==> src/design/prht_pkg.sv <==
`default_nettype none
// ----------------------------------------------------------------------------
// prht_pkg
// Shared constants, types and modular helpers for the palindrome hash tree.
// ----------------------------------------------------------------------------
package prht_pkg;

   localparam int CAP_BITS  = 10;
   localparam int CAPACITY  = 1 << CAP_BITS;
   localparam int NODE_BITS = CAP_BITS + 1;   // tree node index, 2*CAPACITY nodes
   localparam int IDX_BITS  = NODE_BITS + 1;  // range walk bounds reach 2*CAPACITY
   localparam int LEN_W     = 11;
   localparam int HASH_W    = 30;
   localparam int CHAR_W    = 8;
   localparam int STEP_W    = 5;

   localparam logic [HASH_W-1:0] HASH_PRIME = 30'd1000000007;
   localparam logic [CHAR_W-1:0] HASH_BASE  = 8'd199;

   localparam logic [STEP_W-1:0] TOP_CHAR = 5'd7;
   localparam logic [STEP_W-1:0] TOP_HASH = 5'd29;

   // request word actions
   localparam logic ACT_SET   = 1'b0;
   localparam logic ACT_QUERY = 1'b1;

   // request to the modular multiplier; top is the index of the highest
   // multiplier bit to scan
   typedef struct packed {
      logic              start;
      logic [HASH_W-1:0] mcand;
      logic [HASH_W-1:0] mplier;
      logic [STEP_W-1:0] top;
   } mm_req_type;

   // (a + b) mod prime, both operands already reduced
   function automatic logic [HASH_W-1:0] mod_add(input logic [HASH_W-1:0] a,
                                                 input logic [HASH_W-1:0] b);
      logic [HASH_W:0] s;
      s = {1'b0, a} + {1'b0, b};
      if (s >= {1'b0, HASH_PRIME}) begin
         s = s - {1'b0, HASH_PRIME};
      end
      return s[HASH_W-1:0];
   endfunction

endpackage
`default_nettype wire

==> src/design/prht_modmul.sv <==
`default_nettype none
// ----------------------------------------------------------------------------
// prht_modmul
// Bit-serial modular multiplier, one multiplier bit per cycle, MSB first.
// ----------------------------------------------------------------------------
module prht_modmul (
   input  wire logic                      clock,
   input  wire logic                      reset,
   input  wire prht_pkg::mm_req_type      req,
   output logic                           done,
   output logic [prht_pkg::HASH_W-1:0]    product
);
   import prht_pkg::*;

   logic              run_ff;
   logic              done_ff;
   logic [STEP_W-1:0] idx_ff;
   logic [HASH_W-1:0] acc_ff;
   logic [HASH_W-1:0] mcand_ff;
   logic [HASH_W-1:0] mplier_ff;
   logic [HASH_W-1:0] acc_in;
   logic [HASH_W:0]   dbl;
   logic [HASH_W-1:0] dbl_red;

   // acc = 2*acc (+ mcand) mod prime
   always_comb begin
      dbl = {acc_ff, 1'b0};
      if (dbl >= {1'b0, HASH_PRIME}) begin
         dbl = dbl - {1'b0, HASH_PRIME};
      end
      dbl_red = dbl[HASH_W-1:0];
      acc_in  = mplier_ff[idx_ff] ? mod_add(dbl_red, mcand_ff) : dbl_red;
   end

   always_ff @(posedge clock) begin
      if (reset) begin
         run_ff  <= 1'b0;
         done_ff <= 1'b0;
      end else begin
         done_ff <= 1'b0;
         if (req.start) begin
            run_ff    <= 1'b1;
            acc_ff    <= '0;
            idx_ff    <= req.top;
            mcand_ff  <= req.mcand;
            mplier_ff <= req.mplier;
         end else if (run_ff) begin
            acc_ff <= acc_in;
            if (idx_ff == '0) begin
               run_ff  <= 1'b0;
               done_ff <= 1'b1;
            end else begin
               idx_ff <= idx_ff - 1'b1;
            end
         end
      end
   end

   assign done    = done_ff;
   assign product = acc_ff;

endmodule
`default_nettype wire

==> config.mk <==
export PLATFORM = sky130hd
export DESIGN_NAME = prht_modmul
export DESIGN_NICKNAME = d
export VERILOG_FILES = /design/src/design/prht_pkg.sv /design/src/design/prht_modmul.sv
export SDC_FILE = /design/constraint.sdc
export NUM_CORES = 1
export LEC_CHECK = 0
export BUFFER_PORTS_ARGS = -buffer_cell sky130_fd_sc_hd__buf_2
export CELL_PAD_IN_SITES_DETAIL_PLACEMENT = 1
export CELL_PAD_IN_SITES_GLOBAL_PLACEMENT = 1
export CORE_AREA = 5 5 117 141
export CTS_CLUSTER_SIZE = 25
export DETAILED_ROUTE_END_ITERATION = 16
export DIE_AREA = 0 0 122 146
export PLACE_DENSITY = 0.91
export SLEW_MARGIN = 0
export SYNTH_ARGS = -nofsm -noshare
export SYNTH_HDL_FRONTEND = slang
export SYNTH_SLANG_ARGS = --single-unit
==> constraint.sdc <==
create_clock -name clock -period 10.55 [get_ports clock]
set_input_delay 1.5825 -clock clock [delete_from_list [all_inputs] [get_ports clock]]
set_output_delay 1.5825 -clock clock [all_outputs]
set_load 0.02 [all_outputs]
==> flow_summary_export.csv, run 1 <==
group,metric,value,unit
outcome,status,"complete, no violations",
yosys,synth_edf_count,95,
sta,slew_viol_final,0,
global_route,gr-usage-met3,4.94,%
finish,nFillCells,1710,
sta,hold_violations,0,
worst_setup_path,worstPathArrival,8.38,ns
detailed_routing,vias,6454,
clocking,cts.clk_slew.worst_paths,0.08,ns
detailed_routing,drtIter0Drc,356,
clocking,htree_levels,3,
clocking,clk_latency,0.37,ns
floorplan,pin_count,99,
yosys,avgSynthCellArea,9.81,um2
sta,fin_skew,0.0120,ns
detailed_routing,routedWlPerCell,23.6,um
global_route,grt-ovfl-total,0,
worst_setup_path,reg2reg_from,"product[2]",
sta,setup_tns,0,ns
detailed_routing,drtPass1Iterations,5,
global_route,antenna_found_initial,0,
finish,final_core_util,54.0,%
clocking,cts_tree,"built",
placed_design,place_ws,2.66,ns
detailed_routing,drc_errors,0,
clocking,cts_repair_resize_count,0,
detailed_routing,wl,23900,um
worst_setup_path,startpoint_type,"register",
floorplan,die_w,122,um
worst_setup_path,rr_worst_depth,24,
finish,drive_gt1_share,19.3,%
sta,max_freq,122,MHz
sta,worst_slack,2.36,ns
placed_design,placed_cell_area,0.00776,mm2
yosys,synth_cell_types,88,
yosys,synth-main-ff-cell,"edfxtp_1",
pwr,finalPower,2.96,mW
global_route,use_met2,47.5,%
yosys,ys_seq_elements,97,
worst_hold_path,min_path_type,"register to register",
pwr,powerDensity,368,mW/mm2
worst_setup_path,timing.rr.end,"product[8]",
finish,area_delta_synth_final,12.6,%
placed_design,dp.cells,997,
flow_run,cap_viol_max_count,0,
yosys,synth_area,0.00715,mm2
clocking,post_cts_buffers,0,
global_route,grt_pass1_wl,37300,um
worst_hold_path,hold_end,"done",
clocking,cts_root_buf,"clkbuf_16",
sta,relSlewSlack,23.8,%
worst_setup_path,path_class,"register to register",
finish,design_area,0.00805,mm2
floorplan,coreArea,0.0149,mm2
detailed_routing,viasPerCell,6.37,
worst_setup_path,crit_required,10.74,ns
worst_hold_path,hold_depth,1,
global_route,grt_max_degree,61,
global_route,grt_use_total,26.9,%
clocking,clock_path_buffers,2,
yosys,synth_warnings,0,
sta,period_minus_slack,8.19,ns
clocking,holdBufCountCts,0,
floorplan,die_h,146,um
pwr,ir_drop,141,uV
yosys,syn-num-nets,832,
placed_design,io_buffer_count,98,
finish,final-instance-count-excl-fill,1013,
sta,grt_setup_unrepaired,"no",
finish,diodes,0,
finish,nNetsFinal,907,
placed_design,place_congestion,0.940,
yosys,async_flop_share,0,%
global_route,grt_pass1_vias,7094,
floorplan,start_util,48.0,%
yosys,ys_seq_area_share,40.4,%
global_route,grtUsageMet1,30.2,%
floorplan,die_area,0.0178,mm2
detailed_routing,ant_nets,0,
pwr,power.leakage,3.02,nW
worst_hold_path,hp-start,"run_ff",
sta,holdWs,0.492,ns
worst_setup_path,end_kind,"register",
clocking,clock_sinks,97,
sta,worst_pin_slew,1.14,ns
yosys,syn_inst,729,
clocking,cts_buffers,9,
sta,setup_viol_count_final,0,
worst_setup_path,path_max_fanout,29,
global_route,grt-busiest-layer,"met2",
floorplan,rows,49,
placed_design,dp_hpwl,18100,um
sta,fin_crit_sh,77.6,%
worst_setup_path,worst-r2r-setup-slack,2.36,ns
-- report_power, final --
group          switching (mW)  leakage, nW  internal [mW]
Combinational            1.35         1.95          0.698
Sequential             0.0627        0.922          0.507
Clock                   0.171        0.146          0.168
-- cells in the mapped netlist (13+ instances only) --
library cell,n,area (um2)
a21o_1,13,97.6
a21oi_1,45,225
clkbuf_1,20,75.1
edfxtp_1,95,2850
ha_1,34,425
inv_1,14,52.6
nand2_1,88,330
nand3_1,31,155
nand4_1,14,87.6
nor2_1,42,158
nor3_1,24,120
o21ai_0,36,180
xnor2_1,46,403
-- layout by cell type, fill, tap and decap left out, types with 24 or more instances in the layout --
cell,n
ha_1,34
nand2_1,88
edfxtp_1,95
nor3_1,24
nand3_1,31
xnor2_1,46
nor2_1,40
a21oi_1,45
buf_2,98
o21ai_0,36
-- metal layers --
metal / vias up / wire [um]
li1: 2937 / -
met1: 3177 / 9050
met2: 254 / 12300
met3: 86 / 1230
met4: 0 / 1280
met5: - / 0
-- registers in the layout, indices dropped and copies added, names as in the netlist --
signal and cells:
done 1, idx_ff 5, mcand_ff 30, mplier_ff 30
product 30, run_ff 1
-- critical path, stage by stage, from the launching register on --
cell       delay (ns)
edfxtp_1         0.40
inv_1            0.09
ha_1             0.21
nor2b_1          0.17
a21boi_0         0.22
o21ai_0          0.18
nand2_1          0.16
a31o_2           0.20
a21o_1           0.23
a21o_1           0.87
nand2_1          0.16
xnor2_1          0.34
ha_1             0.36
a21o_1           0.25
a2111oi_0        0.66
a22o_1           0.27
mux2_2           0.35
a311oi_2         0.45
and4_1           0.28
nor2_1           0.08
o41a_4           0.53
a21oi_1          0.67
buf_4            0.33
mux2_2           0.35
o211ai_1         0.15
-- area by class of cell --
cell class | instances | area (um2) | area share (%)
Timing Repair Buffer | 103 | 528 | 6.56
Inverter | 15 | 56.3 | 0.699
Multi-Input combinational cell | 578 | 4030 | 50.0
Clock inverter | 7 | 66.3 | 0.824
Tap cell | 204 | 255 | 3.17
Clock buffer | 9 | 225 | 2.80
Sequential cell | 97 | 2890 | 35.9
-- cell families after synthesis --
logic type	share of synthesized area, %
multiplexers	3.57
buffers and inverters	3.39
XOR/XNOR	7.10
AO/OA/AOI/OAI	21.4
adder cells (fa/ha/maj)	6.23
flip-flops	40.4
AND/OR/NAND/NOR	17.9
-- worst max-delay path by stage --
stage,slack [ns],from,cells past startpoint,end
floorplan,4.39,product[2],25,product[28]
global placement,2.96,product[2],24,product[8]
detailed placement,2.66,product[2],24,product[8]
CTS,2.57,product[2],24,product[8]
global route,1.96,product[2],24,product[8]
finish,2.36,product[2],24,product[8]
No activity file was read; power rests on OpenSTA's default activity.
==> inputs of run 2 (changes only) <==
--- a/config.mk
+++ b/config.mk
@@ -8,11 +8,11 @@
 export BUFFER_PORTS_ARGS = -buffer_cell sky130_fd_sc_hd__buf_2
 export CELL_PAD_IN_SITES_DETAIL_PLACEMENT = 1
 export CELL_PAD_IN_SITES_GLOBAL_PLACEMENT = 1
-export CORE_AREA = 5 5 117 141
+export CORE_AREA = 5 5 127 153
 export CTS_CLUSTER_SIZE = 25
 export DETAILED_ROUTE_END_ITERATION = 16
-export DIE_AREA = 0 0 122 146
-export PLACE_DENSITY = 0.91
+export DIE_AREA = 0 0 132 158
+export PLACE_DENSITY = 0.82
 export SLEW_MARGIN = 0
 export SYNTH_ARGS = -nofsm -noshare
 export SYNTH_HDL_FRONTEND = slang
==> constraint.sdc (replaced) <==
create_clock -name clock -period 7.05 [get_ports clock]
set_input_delay 1.0575 -clock clock [delete_from_list [all_inputs] [get_ports clock]]
set_output_delay 1.0575 -clock clock [all_outputs]
set_load 0.02 [all_outputs]
==> run 2 against run 1 <==
Setup slack worse by 1.9 ns. Core utilization is 7.9 points lower. Non-clock buffer count is 12 higher. Clock power is 48% higher. Register-to-register slack worse by 1.9 ns.
==> flow_summary_export.csv, run 2 (synthesis gave the netlist of run 1 again) <==
group,metric,value,unit
outcome,status,"complete, no violations",
clocking,clock_path_buffers,2,
sta,worst_slack,0.425,ns
clocking,cts_repair_resize_count,0,
global_route,grt-ovfl-total,0,
pwr,p_comb_share,70.2,%
worst_setup_path,slowest_stage,"o41a_4",
finish,final_core_util,46.2,%
sta,holdWs,0.501,ns
finish,design_area,0.00827,mm2
global_route,grtUsageMet1,20.8,%
worst_setup_path,timing.rr.end,"product[28]",
sta,slew_viol_final,0,
global_route,grt_pass1_wl,34000,um
sta,hold_violations,0,
clocking,post_cts_buffers,0,
flow_run,cap_viol_max_count,0,
global_route,grt_max_degree,61,
sta,setup_viol_count_final,0,
worst_setup_path,reg2reg_from,"product[3]",
global_route,grt_use_total,20.5,%
pwr,finalPower,4.52,mW
clocking,cts.clk_slew.worst_paths,0.07,ns
sta,fin_crit_sh,94.0,%
placed_design,io_buffer_count,98,
global_route,grt-busiest-layer,"met2",
finish,area_delta_synth_final,15.6,%
sta,worst_pin_slew,0.913,ns
worst_setup_path,crit_path_start,"product[3]",
detailed_routing,ant_nets,0,
global_route,antenna_found_initial,0,
clocking,clock_sinks,97,
sta,period_minus_slack,6.62,ns
detailed_routing,vias,6213,
sta,relSlewSlack,38.9,%
detailed_routing,viasPerCell,5.95,
placed_design,place_ws,0.0928,ns
pwr,swShare,50.9,%
pwr,power.leakage,3.09,nW
sta,max_freq,151,MHz
pwr,internal-power,2.22,mW
floorplan,die_w,132,um
worst_hold_path,min_path_type,"register to register",
pwr,p_seq_share,18.6,%
placed_design,placed_cell_area,0.00789,mm2
floorplan,die_area,0.0209,mm2
detailed_routing,drtPass1Iterations,4,
finish,final_cell_mix,"buf_2 (98), edfxtp_1 (95), nand2_1 (88)",
global_route,gr-usage-met3,3.34,%
global_route,grt_pass1_vias,6629,
finish,drive_gt1_share,22.3,%
clocking,holdBufCountCts,0,
clocking,clk_latency,0.36,ns
placed_design,place_congestion,0.896,
detailed_routing,drc_errors,0,
finish,nNetsFinal,919,
floorplan,start_util,40.0,%
floorplan,pin_count,99,
worst_setup_path,end_kind,"register",
floorplan,coreArea,0.0179,mm2
clocking,cts_root_buf,"clkbuf_16",
worst_setup_path,path_class,"register to register",
global_route,use_met2,39.0,%
finish,nFillCells,2019,
worst_setup_path,slowest_delay,0.53,ns
worst_setup_path,path_max_fanout,16,
worst_setup_path,crit_required,7.16,ns
detailed_routing,routedWlPerCell,20.3,um
pwr,powerDensity,547,mW/mm2
finish,final_common_cell,"buf_2",
worst_setup_path,critPathCapture,"product[28]",
worst_setup_path,path_buf_inv,1,
worst_setup_path,worstPathArrival,6.73,ns
pwr,ir_drop,232,uV
pwr,clkPwrFrac,11.1,%
detailed_routing,drtIter0Drc,285,
clocking,cts_tree,"built",
placed_design,dp_hpwl,16600,um
finish,diodes,0,
sta,fin_skew,0.00690,ns
floorplan,die_h,158,um
worst_setup_path,critPathTopFamily,"compound AO/OA/AOI/OAI gates",
worst_setup_path,cp.depth,23,
floorplan,rows,54,
worst_setup_path,rr_worst_depth,23,
detailed_routing,wl,21300,um
worst_setup_path,startpoint_type,"register",
clocking,cts_buffers,9,
clocking,htree_levels,3,
worst_setup_path,path_cells,"inv_1 > ha_1 > nor2b_1 > a21boi_0 > o21ai_0 > nand2_1 > a31o_2 > a21o_1 > a21o_2 > nand3_1 > xnor2_1 > ha_2 > a21o_1 > a2111oi_2 > a22o_1 > mux2_2 > a311oi_4 > and4_1 > nor2_1 > o41a_4 > a21o_2 > or3_1 > a221o_1",
pwr,p_sw,2.30,mW
worst_setup_path,worst-r2r-setup-slack,0.43,ns
==> run 2: area by class of cell <==
class | count | area (um2) | area share (%)
multi-input combinational | 578 | 4110 | 49.7
clock buffer | 9 | 225 | 2.72
tap | 224 | 280 | 3.39
timing repair buffer | 115 | 631 | 7.62
clock inverter | 7 | 78.8 | 0.953
sequential | 97 | 2890 | 35.0
inverter | 15 | 56.3 | 0.681
==> run 2: worst reg2reg max path: cells and delay by family, from the launching register on <==
kind | cells | cell delay (ns)
AO/OA/AOI/OAI | 12 | 3.51
XOR/XNOR | 1 | 0.22
adder cells (fa/ha/maj) | 2 | 0.58
buffers and inverters | 1 | 0.09
flip-flops | 1 | 0.43
multiplexers | 1 | 0.36
AND/OR/NAND/NOR | 6 | 1.18
==> run 2: layer usage <==
metal,vias to the layer above,share of wire (%)
met5,-,0
met4,0,5.9
met3,56,3.2
met2,155,54
met1,3034,37
li1,2968,-
==> run 2: metrics by stage <==
step | std cells | TNS, ns
floorplan | 729 | 0
global placement | 1029 | 0
detailed placement | 1029 | 0
CTS | 1045 | 0
global route | 1045 | -0.0509
finish | 1045 | 0
==> run 2: worst min path at each step <==
stage / from / end / slack [ns] / cells past startpoint
6_report: run_ff / done / 0.50 / 1
3_5_place_dp: run_ff / done / 0.49 / 1
5_1_grt: run_ff / done / 0.53 / 1
3_3_place_gp: run_ff / done / 0.49 / 1
2_1_floorplan: run_ff / done / 0.45 / 1
4_1_cts: run_ff / done / 0.51 / 1
==> run 2: power groups by stage <==
| stage | Sequential (mW) | Clock [mW] | Combinational (mW) |
|---|---|---|---|
| floorplan | 0.895 | 0 | 2.17 |
| finish | 0.842 | 0.503 | 3.17 |
| global route | 0.858 | 0.542 | 3.48 |
| global placement | 0.854 | 0 | 2.99 |
| CTS | 0.845 | 0.521 | 3.08 |
| detailed placement | 0.857 | 0 | 3.06 |
